[src/gce_pkg.sv]
`default_nettype none

package gce_pkg;

    // default sizes of the table and of a model
    localparam int MAX_SLOTS_DEF     = 8;
    localparam int MAX_GROUPS_DEF    = 64;
    localparam int MAX_GROUP_LEN_DEF = 16;

    // depth of the command queue between front and back
    localparam int Q_DEPTH = 2;

    // input word kinds
    localparam logic [1:0] KIND_SIZE    = 2'd0;
    localparam logic [1:0] KIND_ITEM    = 2'd1;
    localparam logic [1:0] KIND_RESTART = 2'd2;
    localparam logic [1:0] KIND_STEP    = 2'd3;

    // queued command opcodes
    localparam logic [2:0] OP_SIZE    = 3'd0;
    localparam logic [2:0] OP_ITEM    = 3'd1;
    localparam logic [2:0] OP_RESTART = 3'd2;
    localparam logic [2:0] OP_STEP    = 3'd3;
    localparam logic [2:0] OP_ERROR   = 3'd4;

    // result status codes
    localparam logic [1:0] ST_ELEM = 2'd0;
    localparam logic [1:0] ST_DONE = 2'd1;
    localparam logic [1:0] ST_ERR  = 2'd2;

    // configuration register indexes
    localparam logic [2:0] CFG_MODEL_SIZE   = 3'd0;
    localparam logic [2:0] CFG_GROUP_COUNT  = 3'd1;
    localparam logic [2:0] CFG_FIXED_GROUPS = 3'd2;
    localparam logic [2:0] CFG_FIXED_ITEMS  = 3'd3;
    localparam logic [2:0] CFG_SKIP_EMPTY   = 3'd4;
    localparam logic [2:0] CFG_TARGET_COUNT = 3'd5;

    typedef struct packed {
        logic [2:0]  op;
        logic [5:0]  group;
        logic [3:0]  position;
        logic [15:0] value;
    } t_cmd;

endpackage

`default_nettype wire

[src/gce_fifo.sv]
`default_nettype none

module gce_fifo (
    input  wire logic          i_clk,
    input  wire logic          i_rst_n,
    input  wire logic          i_push,
    input  gce_pkg::t_cmd      i_data,
    output logic               o_full,
    input  wire logic          i_pop,
    output gce_pkg::t_cmd      o_data,
    output logic               o_empty
);

    localparam int PW = gce_pkg::Q_DEPTH > 1 ? $clog2(gce_pkg::Q_DEPTH) : 1;
    localparam int CW = $clog2(gce_pkg::Q_DEPTH + 1);

    gce_pkg::t_cmd r_mem [gce_pkg::Q_DEPTH];
    logic [PW-1:0] r_wp;
    logic [PW-1:0] r_rp;
    logic [CW-1:0] r_cnt;
    logic [PW-1:0] n_wp;
    logic [PW-1:0] n_rp;

    assign o_full  = r_cnt == CW'(gce_pkg::Q_DEPTH);
    assign o_empty = r_cnt == '0;
    assign o_data  = r_mem[r_rp];

    assign n_wp = (r_wp == PW'(gce_pkg::Q_DEPTH - 1)) ? '0 : r_wp + 1'b1;
    assign n_rp = (r_rp == PW'(gce_pkg::Q_DEPTH - 1)) ? '0 : r_rp + 1'b1;

    always_ff @(posedge i_clk) begin
        if (!i_rst_n) begin
            r_wp  <= '0;
            r_rp  <= '0;
            r_cnt <= '0;
        end else begin
            if (i_push) begin
                r_wp <= n_wp;
            end
            if (i_pop) begin
                r_rp <= n_rp;
            end
            if (i_push && !i_pop) begin
                r_cnt <= r_cnt + 1'b1;
            end else if (i_pop && !i_push) begin
                r_cnt <= r_cnt - 1'b1;
            end
        end
    end

    always_ff @(posedge i_clk) begin
        if (i_push) begin
            r_mem[r_wp] <= i_data;
        end
    end

endmodule

`default_nettype wire

[config.mk]
export PLATFORM = sky130hd
export DESIGN_NAME = gce_fifo
export DESIGN_NICKNAME = d
export VERILOG_FILES = /design/src/gce_pkg.sv /design/src/gce_fifo.sv
export SDC_FILE = /design/constraint.sdc
export NUM_CORES = 1
export LEC_CHECK = 0
export ABC_CLOCK_PERIOD_IN_PS = 2400
export CAP_MARGIN = 20
export CORE_UTILIZATION = 40
export CTS_CLUSTER_SIZE = 25
export DETAILED_ROUTE_END_ITERATION = 7
export DONT_BUFFER_PORTS = 1
export SETUP_SLACK_MARGIN = 0.3
export SLEW_MARGIN = 30
export SYNTH_ARGS = -nofsm -noshare
export SYNTH_HDL_FRONTEND = slang
export SYNTH_SLANG_ARGS = --single-unit
export TNS_END_PERCENT = 100
[constraint.sdc]
create_clock -name i_clk -period 2.4 [get_ports i_clk]
set_input_delay 0.24 -clock i_clk [delete_from_list [all_inputs] [get_ports i_clk]]
set_output_delay 0.24 -clock i_clk [all_outputs]
set_load 0.05 [all_outputs]
Yosys cells after proc, flatten, opt, wreduce, memory -nomap -nowiden
Memory sizes are Yosys's and may differ from the RTL's. A register that Yosys moved wholly into a read port is not among the register bits.
Index checks and enable logic that the tools add are counted.

storage, ports and cells
  memories kept = 1
  latch bits = 0
  RAM bits = 58
  output and inout bits = 31
  bits in registers = 4
  ROM bits = 0

cells by class
  magnitude comparators = 0
  multiply operators = 0
  mux-type cells = 8
  eq/ne operators = 1
  add/subtract/negate cells = 4
  reduce and logical (&&, ||, !) cells = 6
  bitwise operators = 0
  div/mod/pow operators = 0
  shift-type cells = 0

memories
  memory  words  bits a word  read ports  clocked after Yosys merged registers in  wr ports  RTL line        text
  r_mem   2      29           1           1                                        1         gce_fifo.sv:17  gce_pkg::t_cmd r_mem [gce_pkg::Q_DEPTH];

operator list
  cell                   number
  $mux W1                6
  $mux W2                2
  $add A1 B1 Y1 const B  2
  $add A2 B1 Y2 const B  1
  $eq A2 B2 Y1 const B   1
  $logic_and A1 B1 Y1    2
  $logic_not A1 Y1       2
  $logic_not A2 Y1       1
  $reduce_bool A2 Y1     1
  $sub A2 B1 Y2 const B  1

Depth between registers and ports, before layout
  word-level depth = 4
  gate-level depth with buffers = 5

Worst setup path before layout
Ideal clock, no wire load.

  kind = flip-flop to flip-flop
  start point = register r_wp
  end point = memory r_mem[0][0] (netlist name), enable pin
  arrival = 1645 ps
  path buffers = 0
  stages on the path, launching flop included = 2
  path slack = 335 ps
  clock period less this slack = 2065 ps
  cell sequence = dfxtp_1 > nor2b_1

RTL lines
  what                      RTL line        text
  start: declaration        gce_fifo.sv:18  logic [PW-1:0] r_wp;
  start signal: assignment  gce_fifo.sv:38  r_wp <= n_wp;
  end: declaration          gce_fifo.sv:17

No word-level cell before the write port.

==> run metrics <==
Cell variety after synth 17; post-synth top area cell edfxtp_1; largest family of logic cells by synthesized area multiplexers; skew final about 0.0053 ns; number of global-route vias before repair roughly 1200; Max Slew Vio Count 0; relative slew slack 0.4189; Max Cap Violations 0; Post-synth ARST share 0; Startpoint Class flip-flop; Post-Synth XOR/XNOR Area 0.01138; first-pass GRT wire length about 5600 um; RSZ-0062 raised after global routing false; slowest stage delay, CP about 0.56 ns; fillcell total about 460; register area share after synthesis 0.7978; initial antenna violation count 0; drt drc 0; Ys Warns 0; initial core utilization 0.4167; Starting DRT DRC Count 23; RD Place Congestion 0.6193; Worst-Skew Late Latency 0.32 ns; Remaining Overflow, GRT 0; row count 27; Final Critical Period 1.880 ns; FF+latch count, synth 63; final hold violation count 0; Finished Layout Cells about 230; Crit Path Max Fanout 10; Pre-Repair DR Iteration Count 4; Leak roughly 1 nW; Clock Sinks 63; Ant. Diodes 0; CP Capture Point o_data[17]; Hold Crit Class in -> reg; post-synthesis compound-gate area fraction 0.008672; CTS tree yes; simple-gate share of the synthesized area 0.02439; Worst EP required approximately 2.2 ns; Total Wirelength 3768 um; DR vias/cell 4.777; most frequent cell after synthesis edfxtp_1; Post-synth EDFFs 58; DP HPWL ~2500 um; ys flop type edfxtp_1; die area around 6100 sq um; power density cells approximately 890 nW/um^2; synthesized area ~2300 sq um; Worst path slowest cell dfxtp_1; endpoints failing setup 0; R2R Path End r_mem[1][26]; Core ar. ~5500 sq um; Die H ~78 um; Slew @ Worst Pin 0.8685 ns; Final TNS setup 0 ns; H-tree levels 3; R2R depth 2; adder-cell share of the synthesized area 0.005420; worst vdd ir around 410 uV; # IOs between 60 and 70; DR WL/cell ~16 um; via count about 1100; port buffer count 0; GRT Overall Usage 0.1319; average size of a mapped cell 20.61 sq um; syn_nets around 150; Worst Path Arrival approximately 1.6 ns; Clk pin slew, worst setup/hold paths 0.06 ns; CP Cell Sequence buf_4, mux2_2; clock tree buffer depth 2; Area Growth Syn to Fin 25.47%; outcome finished, final reports clean; hold path cells 1; fmax approximately 0.53 GHz; ranking of synthesized cells by area edfxtp_1, mux2_2, dfxtp_1, and2_1, xor2_1; Syn Inst Count roughly 110; synth cell count leaders edfxtp_1, mux2_2, dfxtp_1; Final period util 0.7832; worst r2r src r_wp; die width slightly below 80 um; Routed Antenna Nets 0; largest net degree at the start of global routing 31; flop-to-flop setup slack about 0.92 ns; fin nets about 190; CP Class reg -> out; Synth top area share 0.7545; dpl cells around 180; CTS buffer count 9; post-synthesis mux area share 0.1415; clock root cell clkbuf_8; layout cells sized above 1 0.3057; critical path capture point type output pin
## sequential cells by signal, indices dropped and copies added, names as in the netlist, named ones only
name   cells
r_mem     58
r_cnt      2
r_rp       1
r_wp       1
## layout by cell type, fill, tap and decap left out
cell           synthesis  routed
o21ai_0                1       1
xor2_1                 2       2
clkbuf_1               0       1
buf_4                  0       3
clkbuf_8               0      11
dfxtp_1                5       5
inv_1                  1       1
and2_1                 4       4
and2b_2                1       1
xnor2_1                1       1
bufinv_16              0       1
nor2b_4                0       1
mux2_2                29      29
or3_1                  1       1
o21a_1                 1       1
nor2_1                 1       1
nor2b_1                2       1
clkinv_2               0       2
clkinv_1               0       1
dlygate4sd3_1          0      29
edfxtp_1              58      58
a21boi_1               1       1
ha_1                   1       1
## worst min-delay path by stage
stage	endpoint	start	slack, ns
2_1_floorplan	r_mem[0][0]	i_data[0]	0.34
3_3_place_gp	r_mem[1][13]	i_data[13]	0.34
3_5_place_dp	r_mem[0][28]	i_data[28]	0.34
4_1_cts	r_wp	i_rst_n	0.02
5_1_grt	r_cnt[0]	i_rst_n	0.03
6_report	r_wp	i_rst_n	0.04
## power by group
group / internal [W] / switching (W) / total [W]
Clock: 0.000530 / 0.000364 / 0.000893
Sequential: 0.00127 / 0.0000243 / 0.00129
Combinational: 0.000110 / 0.000283 / 0.000393
Total: 0.00190 / 0.000671 / 0.00258
## what timing repair did
action / in CTS / in global routing
buffers inserted: 0 / 0
hold buffers: 29 / 0
resized for setup: 0 / 0
endpoints found under the hold margin: 58 / 0
endpoints found under the setup margin: 0 / 0
## through the flow
| step | area [sq um] | hold slack [ns] | total power, W | worst slack, ns | util |
|---|---|---|---|---|---|
| finish | 2897 | 0.03886 | 0.002576 | 0.5203 | 0.5228 |
| floorplan | 2308 | 0.3389 | 0.001631 | 0.3349 | - |
| detailed placement | 2407 | 0.3389 | 0.001666 | 0.8145 | 0.4345 |
| CTS | 2897 | 0.01822 | 0.002612 | 0.4563 | 0.5228 |
| global route | 2897 | 0.02718 | 0.002658 | 0.4307 | 0.5228 |
| global placement | 2407 | 0.3390 | 0.001657 | 0.8189 | 0.4345 |
## worst max-delay path: cells and delay by family (launching register included)
family                 cells  cell delay, ns
muxes                      1            0.48
DFF                        1            0.56
buffers and inverters      1            0.27
## cells by family after synthesis
| group | after synthesis |
|---|---|
| fa+ha+maj | 1 |
| mux | 29 |
| simple gates | 9 |
| flops | 63 |
| xor+xnor | 3 |
| compound gates | 3 |
| buf+inv | 4 |
## layout make-up
cell class              instances  area, sq um  area share
flip-flops and latches         63         1842      0.6359
multi-input cells              45        449.2      0.1551
repair buffers                 32        312.8      0.1080
clock buffers                  12        155.1     0.05356
well taps                      72        90.09     0.03110
clock inverters                 4        43.79     0.01512
inverters                       1        3.754    0.001296
## layer usage
| metal | share of wire | track usage |
|---|---|---|
| met1 | 0.38 | 0.1319 |
| met2 | 0.52 | 0.2230 |
| met3 | 0.082 | 0.05882 |
| met4 | 0.021 | 0.08333 |
| met5 | 0 | 0 |
(Power assumes the default switching activity.)
