File: src/gce_pkg.sv
`default_nettype none

package gce_pkg;

    // default sizes of the table and of a model
    localparam int MAX_SLOTS_DEF     = 8;
    localparam int MAX_GROUPS_DEF    = 64;
    localparam int MAX_GROUP_LEN_DEF = 16;

    // depth of the command queue between front and back
    localparam int Q_DEPTH = 2;

    // input word kinds
    localparam logic [1:0] KIND_SIZE    = 2'd0;
    localparam logic [1:0] KIND_ITEM    = 2'd1;
    localparam logic [1:0] KIND_RESTART = 2'd2;
    localparam logic [1:0] KIND_STEP    = 2'd3;

    // queued command opcodes
    localparam logic [2:0] OP_SIZE    = 3'd0;
    localparam logic [2:0] OP_ITEM    = 3'd1;
    localparam logic [2:0] OP_RESTART = 3'd2;
    localparam logic [2:0] OP_STEP    = 3'd3;
    localparam logic [2:0] OP_ERROR   = 3'd4;

    // result status codes
    localparam logic [1:0] ST_ELEM = 2'd0;
    localparam logic [1:0] ST_DONE = 2'd1;
    localparam logic [1:0] ST_ERR  = 2'd2;

    // configuration register indexes
    localparam logic [2:0] CFG_MODEL_SIZE   = 3'd0;
    localparam logic [2:0] CFG_GROUP_COUNT  = 3'd1;
    localparam logic [2:0] CFG_FIXED_GROUPS = 3'd2;
    localparam logic [2:0] CFG_FIXED_ITEMS  = 3'd3;
    localparam logic [2:0] CFG_SKIP_EMPTY   = 3'd4;
    localparam logic [2:0] CFG_TARGET_COUNT = 3'd5;

    typedef struct packed {
        logic [2:0]  op;
        logic [5:0]  group;
        logic [3:0]  position;
        logic [15:0] value;
    } t_cmd;

endpackage

`default_nettype wire

File: src/gce_channels.sv
`default_nettype none

interface gce_in_if;
    logic        valid;
    logic        ready;
    logic [1:0]  kind;
    logic [5:0]  group;
    logic [3:0]  position;
    logic [15:0] value;

    modport source (output valid, kind, group, position, value, input ready);
    modport sink (input valid, kind, group, position, value, output ready);
endinterface


`default_nettype wire

File: src/gce_front.sv
`default_nettype none

module gce_front #(
    parameter int MAX_GROUPS    = gce_pkg::MAX_GROUPS_DEF,
    parameter int MAX_GROUP_LEN = gce_pkg::MAX_GROUP_LEN_DEF
) (
    gce_in_if.sink              i_in,
    input  wire logic           i_full,
    output logic                o_push,
    output gce_pkg::t_cmd       o_cmd
);

    logic group_bad;
    logic pos_bad;

    assign group_bad = 32'(i_in.group) >= 32'(MAX_GROUPS);
    assign pos_bad   = 32'(i_in.position) >= 32'(MAX_GROUP_LEN);

    assign i_in.ready = !i_full;
    assign o_push     = i_in.valid && !i_full;

    always_comb begin
        o_cmd.group    = i_in.group;
        o_cmd.position = i_in.position;
        o_cmd.value    = i_in.value;
        case (i_in.kind)
            gce_pkg::KIND_SIZE: begin
                o_cmd.op = group_bad ? gce_pkg::OP_ERROR : gce_pkg::OP_SIZE;
                // sizes saturate at the group length
                if (32'(i_in.value) > 32'(MAX_GROUP_LEN)) begin
                    o_cmd.value = 16'(MAX_GROUP_LEN);
                end
            end
            gce_pkg::KIND_ITEM: begin
                o_cmd.op = (group_bad || pos_bad) ? gce_pkg::OP_ERROR : gce_pkg::OP_ITEM;
            end
            gce_pkg::KIND_RESTART: begin
                o_cmd.op = gce_pkg::OP_RESTART;
            end
            default: begin
                o_cmd.op = gce_pkg::OP_STEP;
            end
        endcase
    end

endmodule

`default_nettype wire

File: src/flat_wrapper.sv
// flat-port wrapper written by rule: the top's interface ports become plain ports
module gce_front_flat 
#(
    parameter int MAX_GROUPS    = gce_pkg::MAX_GROUPS_DEF,
    parameter int MAX_GROUP_LEN = gce_pkg::MAX_GROUP_LEN_DEF
)
  (i_full, o_push, o_cmd, i_in_valid, i_in_kind, i_in_group, i_in_position, i_in_value, i_in_ready);
  gce_in_if i_in_i ();
  input  wire logic i_full;
  output logic o_push;
  output gce_pkg::t_cmd o_cmd;
  input wire logic [$bits(i_in_i.valid)-1:0] i_in_valid;
  input wire logic [$bits(i_in_i.kind)-1:0] i_in_kind;
  input wire logic [$bits(i_in_i.group)-1:0] i_in_group;
  input wire logic [$bits(i_in_i.position)-1:0] i_in_position;
  input wire logic [$bits(i_in_i.value)-1:0] i_in_value;
  output wire logic [$bits(i_in_i.ready)-1:0] i_in_ready;
  assign i_in_i.valid = i_in_valid;
  assign i_in_i.kind = i_in_kind;
  assign i_in_i.group = i_in_group;
  assign i_in_i.position = i_in_position;
  assign i_in_i.value = i_in_value;
  assign i_in_ready = i_in_i.ready;
  gce_front #(.MAX_GROUPS(MAX_GROUPS), .MAX_GROUP_LEN(MAX_GROUP_LEN)) u_core (.i_in(i_in_i), .i_full(i_full), .o_push(o_push), .o_cmd(o_cmd));
endmodule
File: config.mk
export PLATFORM = sky130hd
export DESIGN_NAME = gce_front_flat
export DESIGN_NICKNAME = d
export VERILOG_FILES = /design/src/gce_pkg.sv /design/src/gce_channels.sv /design/src/gce_front.sv /design/src/flat_wrapper.sv
export SDC_FILE = /design/constraint.sdc
export NUM_CORES = 1
export LEC_CHECK = 0
export BUFFER_PORTS_ARGS = -buffer_cell sky130_fd_sc_hd__buf_2
export CORE_AREA = 2 2 39 41
export DETAILED_ROUTE_END_ITERATION = 8
export DIE_AREA = 0 0 41 43
export PLACE_DENSITY = 0.76
export SLEW_MARGIN = 5
export SYNTH_ARGS = -nofsm -noshare
export SYNTH_HDL_FRONTEND = slang
export SYNTH_SLANG_ARGS = --single-unit
File: constraint.sdc
create_clock -name vclk -period 1.2
set_input_delay 0.18 -clock vclk [all_inputs]
set_output_delay 0.18 -clock vclk [all_outputs]
set_load 0.02 [all_outputs]
Yosys cells after proc, flatten, opt, wreduce, memory -nomap -nowiden --
Index checks and enable logic that the tools add are counted.
Word-level totals: flip-flop bits (word level) 0, input port bits 30, logic and storage cells 9
Cells by class: magnitude comparators 1, eq/ne operators 2, multiplexer cells 3, reductions and logical operators 3
Operator list (number):
- 16-bit 2-to-1 mux | 2
- 16-bit by 5-bit > comparator with 1-bit output, second input constant | 1
- 2-bit one-hot mux with 3 select lines | 1
- 2-bit by 1-bit equality test with 1-bit output, second input constant | 1
- 2-bit equality test, second input constant | 1
- 2-bit zero test | 1
- 1-bit logical AND | 1
- 1-bit zero test | 1

Longest topological paths before layout --
Gate-level depths: netlist (run 1).
depth in word-level cells 3, mapped depth 4

Worst setup path after synthesis (run 1) --
Ideal clock, no wire load.
kind input to output, start in i_in_value[0], end out o_cmd[0] (netlist name), arrival 1254 ps, setup slack -234 ps, stages 3, buffers on the path 0, path through o41ai_1 -> nand4_1 -> a21boi_0
RTL lines:
- start: declaration | line flat_wrapper.sv:16 | input wire logic [$bits(i_in_i.value)-1:0] i_in_value;
- end: declaration | line flat_wrapper.sv:11 | output gce_pkg::t_cmd o_cmd;

==> impl_metrics.ini, run 1 <==
[run_status]
status = finished, violations left
failing_checks = negative setup slack

[route]
drt_iter0_drc = 4
detail_route.drc_violations = 0
via_per_inst = 4.600
detail_route.wl_per_cell_um = 14.30
drt_wl_total_um = 1287
routed-via-count = 414
firstDrtPassIters = 4
ant_nets = 0

[floorplanning]
die_height_um = 43
fp.coreArea_mm2 = 0.001384
top_level_ports = 61
total_die_area_mm2 = 0.001763
core.rowCount = 14
floorplan.initialDensity = 0.1998
die_width_um = 41

[timing]
setup-tns-final_ns = -3.800
hold_violations = 0
fin_crit_ns = 1.556
min_period_over_period = 1.296
fin_ws_ns = -0.3558
fmax_mhz = 642.8
final_max_slew_viol_count = 0
final-setup-viol-count = 13
rsz_0062_raised_after_global_routing = true

[hold_path]
start_point_of_the_worst_hold_path = i_in_position[0]
holdCritPathClass = input pin to primary output
hold-path-cell-count = 0
hold_end = o_cmd[16]

[synth]
post_synth_fa_ha_maj_area_fraction = 0
synthesis.area_um2 = 276.5
yosys.cell_types.count = 15
compound_cell_area_share_of_the_yosys_netlist = 0.4027
synth_simple_gate_area_frac = 0.1900
synth_net_count = 70
synthesized_area_per_cell_um2 = 6.913
synth-warning-count = 0
post_synth_inst_count = 40
yosys.area_share.xor_xnor = 0
synth_top_family_by_area = compound AO/OA/AOI/OAI gates
ys_seq_area_frac = 0
synth.area.mux_share = 0

[final_layout]
seq_cells = 0
layoutNonFillerInstCount = 90
area_occupied_by_registers_um2 = 0
layout-area-overhead-vs-synth_pct = 161.1
finish.net_count = 106
final_core_util = 0.5217
drive_above_1_share = 0.8649
postLayoutCellArea_um2 = 721.9
antenna_cells = 0
clock_buffer_count = 0
nFillCells = 106

[pwr]
irDropWorstVdd_mv = 0.1301
swShare = 0.4640
clock_power_share = 0
p_leak_nw = 0.3760
pwr-share-comb = 1.000
sequential_power_share = 0
switchingPower_w = 0.0001364
power_per_cell_area_mw_per_mm2 = 407.3
internal-power_w = 0.0001576

[setup_path]
critPathArrivalTime_ns = 1.38
crit_top_cell = sky130_fd_sc_hd__buf_6
kind_of_critical_path = input pin to primary output
worst_ep_required_time_ns = 1.02
timing.critical_path.cells = buf_6 -> o41ai_4 -> nand4_1 -> buf_4 -> buf_12 -> a21boi_2 -> buf_6
critical_path.startpoint_type = input pin
crit_path_max_fanout = 6
cp_slowest_stage_delay_ns = 0.34
setup.worst_path.end_class = primary output
critPathSlowestCell = sky130_fd_sc_hd__o41ai_4

[global_route]
first_global_vias = 401
grt_first_pass_wirelength_um = 1628
antenna_found_initial = 0
grt_start_max_net_pins = 17
grt_util_all_layers = 0.1269
grt_overflow = 0

[placed_design]
total_instance_count_after_detailed_placement = 87
place_ws_ns = -0.4085
place.port_buffers = 40
placed_cell_area_um2 = 580.6
gp_congestion = 0.5706
dpl.hpwl_um = 857.3

[job]
cap_viol_max_count = 0
[cell families (layout without fill, tap and decap cells)]
family,count (synthesis),count (layout)
buffers and inverters,16,50
AO/OA/AOI/OAI,14,14
AND/OR/NAND/NOR,9,9
other,1,1
[power groups by stage]
stage,Combinational (W),Clock (W),Sequential [W]
after floorplan,0.000188,0,0
after global placement,0.000233,0,0
after detailed placement,0.000238,0,0
after CTS,0.000289,0,0
after global routing,0.000309,0,0
final,0.000294,0,0
[layer usage]
layer	share of wire	global-route usage	vias up
met5	0	0	-
met4	0.0062	0.02000	0
met3	0.13	0.005236	4
met2	0.53	0.2656	29
met1	0.33	0.1203	187
li1	-	-	194
[cell usage after synthesis (all sizes together)]
| cell type | instances | area, µm² |
|---|---|---|
| a21boi | 12 | 93.83 |
| buf | 12 | 93.84 |
| nor2b | 4 | 25.02 |
| clkbuf | 3 | 11.26 |
| nor4 | 2 | 12.51 |
| a21o | 1 | 8.760 |
| conb | 1 | 3.750 |
| inv | 1 | 3.750 |
| nand4 | 1 | 6.260 |
| nor2 | 1 | 3.750 |
| nor3 | 1 | 5.000 |
| o41ai | 1 | 8.760 |
[timing repair]
| item | CTS | global route |
|---|---|---|
| gates resized for setup | 32 | 3 |
| hold buffers | 0 | 0 |
| endpoints found under the setup margin | 13 | 13 |
| gates cloned | 1 | 0 |
| setup buffers | 3 | 0 |
| pin swaps | 6 | 7 |
[worst max-delay path by stage]
stage                              from   endpoint  slack, ns  cells after the start
after floorplan           i_in_value[0]  o_cmd[10]      -0.08                      4
after global placement    i_in_value[0]  o_cmd[15]      -0.38                      6
after detailed placement  i_in_value[0]   o_cmd[0]      -0.41                      6
after CTS                 i_in_value[3]  o_cmd[10]      -0.36                      7
after global routing      i_in_value[0]   o_cmd[0]      -0.39                      7
final                     i_in_value[0]   o_cmd[0]      -0.36                      7
[cells in the final DEF (no fill, tap or decap), drive strengths merged]
cell type,Yosys,routed
o41ai,1,1
nor3,1,1
nor4,2,2
buf,12,49
a21o,1,1
nand4,1,1
inv,1,1
nor2b,4,4
a21boi,12,12
nor2,1,1
conb,1,1
[per-stage QoR]
step / hold WS, ns / total power (W)
5_1_grt: 0.3600 / 0.0003091
2_1_floorplan: 0.4366 / 0.0001877
3_5_place_dp: 0.3601 / 0.0002375
4_1_cts: 0.3601 / 0.0002891
6_report: 0.3600 / 0.0002941
3_3_place_gp: 0.3601 / 0.0002331
[worst max-delay path, delay by kind of cell]
family,cells,cell delay (ns)
buf+inv,4,0.55
compound gates,2,0.49
simple gates,1,0.15
[final cells by class]
type,count,area [µm²],share of cell area
multi-input combinational,24,305.3,0.4229
timing repair buffer,49,392.9,0.5442
inverter,1,3.754,0.005199
tap,16,20.02,0.02773
(Power assumes the default switching activity.)
==> run 2, diff against run 1 <==
--- a/config.mk
+++ b/config.mk
@@ -6,10 +6,11 @@
 export NUM_CORES = 1
 export LEC_CHECK = 0
 export BUFFER_PORTS_ARGS = -buffer_cell sky130_fd_sc_hd__buf_2
-export CORE_AREA = 2 2 39 41
+export CELL_PAD_IN_SITES_DETAIL_PLACEMENT = 1
+export CELL_PAD_IN_SITES_GLOBAL_PLACEMENT = 1
+export CORE_UTILIZATION = 11
 export DETAILED_ROUTE_END_ITERATION = 8
-export DIE_AREA = 0 0 41 43
-export PLACE_DENSITY = 0.76
+export PLACE_DENSITY_LB_ADDON = 0.1
 export SLEW_MARGIN = 5
 export SYNTH_ARGS = -nofsm -noshare
 export SYNTH_HDL_FRONTEND = slang
==> run 2 against run 1 <==
The run still ends with negative setup slack left. Clock-buffer cell count unchanged. Final cell count up 20%. Hold slack unchanged. Final area up 6.9%. Via count up 0.97%. Routed wire length down 7.5%. Sequential share of layout area unchanged. Combinational power up 3%. Largest power group unchanged. Highest routed layer unchanged. Global-route usage down 4.3 points. Critical path depth down 1. Die area up 54%.
==> impl_metrics.ini, run 2 (synthesized netlist as in run 1, its figures left out) <==
[run_status]
status = finished, violations left
failing_checks = negative setup slack

[timing]
fin_crit_ns = 1.521
rsz_0062_raised_after_global_routing = true
min_period_over_period = 1.268
final_max_slew_viol_count = 0
final-setup-viol-count = 13
setup-tns-final_ns = -3.750
fin_ws_ns = -0.3212
hold_violations = 0
fmax_mhz = 657.4

[setup_path]
critical_path.startpoint_type = input pin
crit_path_max_fanout = 3
cp_top_delay_family = compound AO/OA/AOI/OAI gates
crit_buf_inv = 3
crit_top_cell = sky130_fd_sc_hd__buf_6
kind_of_critical_path = input pin to primary output
setup.worst_path.end_class = primary output
cp_slowest_stage_delay_ns = 0.34
worst_ep_required_time_ns = 1.02
critPathArrivalTime_ns = 1.34
critPathSlowestCell = sky130_fd_sc_hd__o41ai_4
timing.critical_path.cells = buf_6 -> o41ai_4 -> nand4_1 -> buf_4 -> a21o_2 -> buf_6

[floorplanning]
fp.coreArea_mm2 = 0.002297
total_die_area_mm2 = 0.002718
die_height_um = 52.14
core.rowCount = 17
die_width_um = 52.14
floorplan.initialDensity = 0.1204
top_level_ports = 61

[global_route]
grt_util_all_layers = 0.08424
busiest_layer = met2
first_global_vias = 420
globalRouteMet2Util = 0.1603
grt_overflow = 0
grt_first_pass_wirelength_um = 1780
antenna_found_initial = 0
groute.layer.met1.usage = 0.09450
grt_start_max_net_pins = 17
globalRouteMet3Util = 0.002924

[route]
detail_route.drc_violations = 0
drt_iter0_drc = 0
detail_route.wl_per_cell_um = 11.03
routed-via-count = 418
firstDrtPassIters = 1
via_per_inst = 3.870
drt_wl_total_um = 1191
ant_nets = 0

[final_layout]
seq_cells = 0
most-common-layout-cells = sky130_fd_sc_hd__buf_2, sky130_fd_sc_hd__buf_6, sky130_fd_sc_hd__buf_4
area_occupied_by_registers_um2 = 0
drive_above_1_share = 0.8750
clock_buffer_count = 0
postLayoutCellArea_um2 = 772.0
layoutNonFillerInstCount = 108
antenna_cells = 0
layout-area-overhead-vs-synth_pct = 179.2
finish.net_count = 112
leading_cell_type_in_the_layout_fill_and_taps_excluded = sky130_fd_sc_hd__buf_2

[placed_design]
placed_cell_area_um2 = 643.1
total_instance_count_after_detailed_placement = 107
place_ws_ns = -0.4116
gp_congestion = 0.6006
place.port_buffers = 40

[pwr]
power_per_cell_area_mw_per_mm2 = 392.2
power_w = 0.0003028
irDropWorstVdd_mv = 0.1829
p_leak_nw = 0.3984

[job]
cap_viol_max_count = 0

[hold_path]
holdCritPathClass = input pin to primary output

[clock_tree]
cts_hold_buffers = 0
==> run 2: path summary, 6_finish.rpt <==
check	endpoint	slack, ns	start	cells after the start
worst max-delay path	o_cmd[4]	-0.32	i_in_value[0]	6
worst min-delay path	o_cmd[18]	0.36	i_in_position[2]	0
==> run 2: metal layers <==
metal	part of all wire	routed length (µm)	vias to the layer above
met5	0	0	-
met4	0.040	48	0
met3	0.078	93	14
met2	0.52	614	24
met1	0.36	434	175
li1	-	-	205
==> run 2: repair_timing <==
action | CTS | global route
buffers inserted | 0 | 1
resized for setup | 28 | 5
pin swaps | 4 | 4
setup endpoints to repair | 13 | 13
==> run 2: where the power goes <==
| group | switching (W) | internal [W] |
|---|---|---|
| clock | 0 | 0 |
| sequential | 0 | 0 |
| combinational | 0.000135 | 0.000167 |
==> run 2: cell type report <==
| class | count | area [µm²] |
|---|---|---|
| fill | 276 | 1525 |
| timing repair buffer | 55 | 425.4 |
| multi-input combinational | 24 | 307.8 |
| tap | 28 | 35.03 |
| inverter | 1 | 3.754 |
==> run 2: through the flow <==
| stage | utilization | hold WS, ns |
|---|---|---|
| 5_1_grt | 0.3361 | 0.3600 |
| 6_report | 0.3361 | 0.3600 |
| 3_3_place_gp | 0.2800 | 0.3602 |
| 3_5_place_dp | 0.2800 | 0.3602 |
| 4_1_cts | 0.3246 | 0.3602 |
| 2_1_floorplan | - | 0.4366 |
==> run 3, diff against run 2 <==
--- a/config.mk
+++ b/config.mk
@@ -8,6 +8,7 @@
 export BUFFER_PORTS_ARGS = -buffer_cell sky130_fd_sc_hd__buf_2
 export CELL_PAD_IN_SITES_DETAIL_PLACEMENT = 1
 export CELL_PAD_IN_SITES_GLOBAL_PLACEMENT = 1
+export CORE_MARGIN = 4
 export CORE_UTILIZATION = 11
 export DETAILED_ROUTE_END_ITERATION = 8
 export PLACE_DENSITY_LB_ADDON = 0.1
==> run 3 against run 2 <==
The flow still finishes with violations (negative setup slack). First-iteration DRC count stayed put. Clock-buffer cell count did not move. Via count increased by 2.2%. Hold slack is the same. Sequential share of layout area did not move. Combinational power is essentially flat. Critical endpoint is now o_cmd[9]. Largest power group unchanged. Highest routed layer unchanged.
==> impl_metrics.ini, run 3 (synthesized netlist as in run 1, its figures left out) <==
[final_layout]
area_occupied_by_registers_um2 = 0
final_core_util = 0.3377
seq_cells = 0
clock_buffer_count = 0
drive_above_1_share = 0.8875
layoutNonFillerInstCount = 108
most-common-layout-cells = sky130_fd_sc_hd__buf_2, sky130_fd_sc_hd__buf_6, sky130_fd_sc_hd__buf_4
leading_cell_type_in_the_layout_fill_and_taps_excluded = sky130_fd_sc_hd__buf_2
layout-area-overhead-vs-synth_pct = 180.5
finish.net_count = 112
antenna_cells = 0

[setup_path]
setup.worst_path.end_class = primary output
crit_buf_inv = 3
crit_top_cell = sky130_fd_sc_hd__buf_6
worst_ep_required_time_ns = 1.02
critPathArrivalTime_ns = 1.38
crit_path_max_fanout = 7
critPathSlowestCell = sky130_fd_sc_hd__o41ai_4
cp_top_delay_family = compound AO/OA/AOI/OAI gates
critical_path.startpoint_type = input pin
kind_of_critical_path = input pin to primary output
cp_slowest_stage_delay_ns = 0.33
timing.critical_path.cells = buf_8 -> o41ai_4 -> nand4_1 -> buf_6 -> a21boi_4 -> buf_6

[route]
drt_wl_total_um = 1319
firstDrtPassIters = 1
routed-via-count = 427
detail_route.drc_violations = 0
detail_route.wl_per_cell_um = 12.21
drt_iter0_drc = 0
via_per_inst = 3.954
ant_nets = 0

[timing]
min_period_over_period = 1.302
rsz_0062_raised_after_global_routing = true
final-setup-viol-count = 13
fin_ws_ns = -0.3623
setup-tns-final_ns = -4.025
hold_ws_ns = 0.3600
hold_violations = 0
final_max_slew_viol_count = 0
fmax_mhz = 640.1
fin_crit_ns = 1.562

[hold_path]
holdCritPathClass = input pin to primary output

[global_route]
grt_overflow = 0
first_global_vias = 452
antenna_found_initial = 0
grt_first_pass_wirelength_um = 2021
grt_util_all_layers = 0.07328
grt_start_max_net_pins = 17

[floorplanning]
top_level_ports = 61
total_die_area_mm2 = 0.003380
die_width_um = 58.14
fp.coreArea_mm2 = 0.002297
die_height_um = 58.14
floorplan.initialDensity = 0.1204
core.rowCount = 17

[pwr]
p_leak_nw = 0.3991
pwr-share-comb = 1.000
swShare = 0.4480
switchingPower_w = 0.0001369
power_w = 0.0003057
irDropWorstVdd_mv = 0.1906
power_per_cell_area_mw_per_mm2 = 394.1
sequential_power_share = 0
clock_power_share = 0
internal-power_w = 0.0001687

[clock_tree]
cts_hold_buffers = 0
postCtsSetupBuffers = 0

[placed_design]
gp_congestion = 0.6256
place.port_buffers = 40
total_instance_count_after_detailed_placement = 108

[run_status]
failing_checks = negative setup slack
status = finished, violations left

[job]
cap_viol_max_count = 0
-- run 3: cell counts in the layout (fill, tap and decap cells not counted) --
Identical to the previous run, type by type.
-- run 3: layer usage --
metal	global-route usage	vias to the layer above	wire (µm)
li1	-	206	-
met1	0.07471	182	428
met2	0.1484	27	708
met3	0.01336	12	152
met4	0.01987	0	31
met5	0	-	0
-- run 3: repair_timing --
| action | 4_1_cts | 5_1_grt |
|---|---|---|
| pin swaps | 4 | 2 |
| gates resized for setup | 30 | 3 |
| endpoints found under the setup margin | 13 | 13 |
-- run 3: worst paths after layout --
path | from | to | cells after the start
max | i_in_value[3] | o_cmd[9] | 6
min | i_in_position[2] | o_cmd[18] | 0
-- run 3: power by group through the flow --
stage	sequential, W	combinational [W]	clock, W
global route	0	0.000325	0
CTS	0	0.000305	0
detailed placement	0	0.000259	0
floorplan	0	0.000188	0
global placement	0	0.000259	0
finish	0	0.000306	0
-- run 3: through the flow --
step | setup slack, ns | area [µm²]
after global placement | -0.3876 | 650.6
final | -0.3623 | 775.7
after CTS | -0.3847 | 765.7
after global routing | -0.4462 | 775.7
after detailed placement | -0.4033 | 650.6
after floorplan | -0.07924 | 394.1
-- run 3: cell type report --
class              instances  area (µm²)
well taps                 28       35.03
repair buffers            55       422.9
inverters                  1       3.754
multi-input cells         24       314.1
fillers                  272        1521
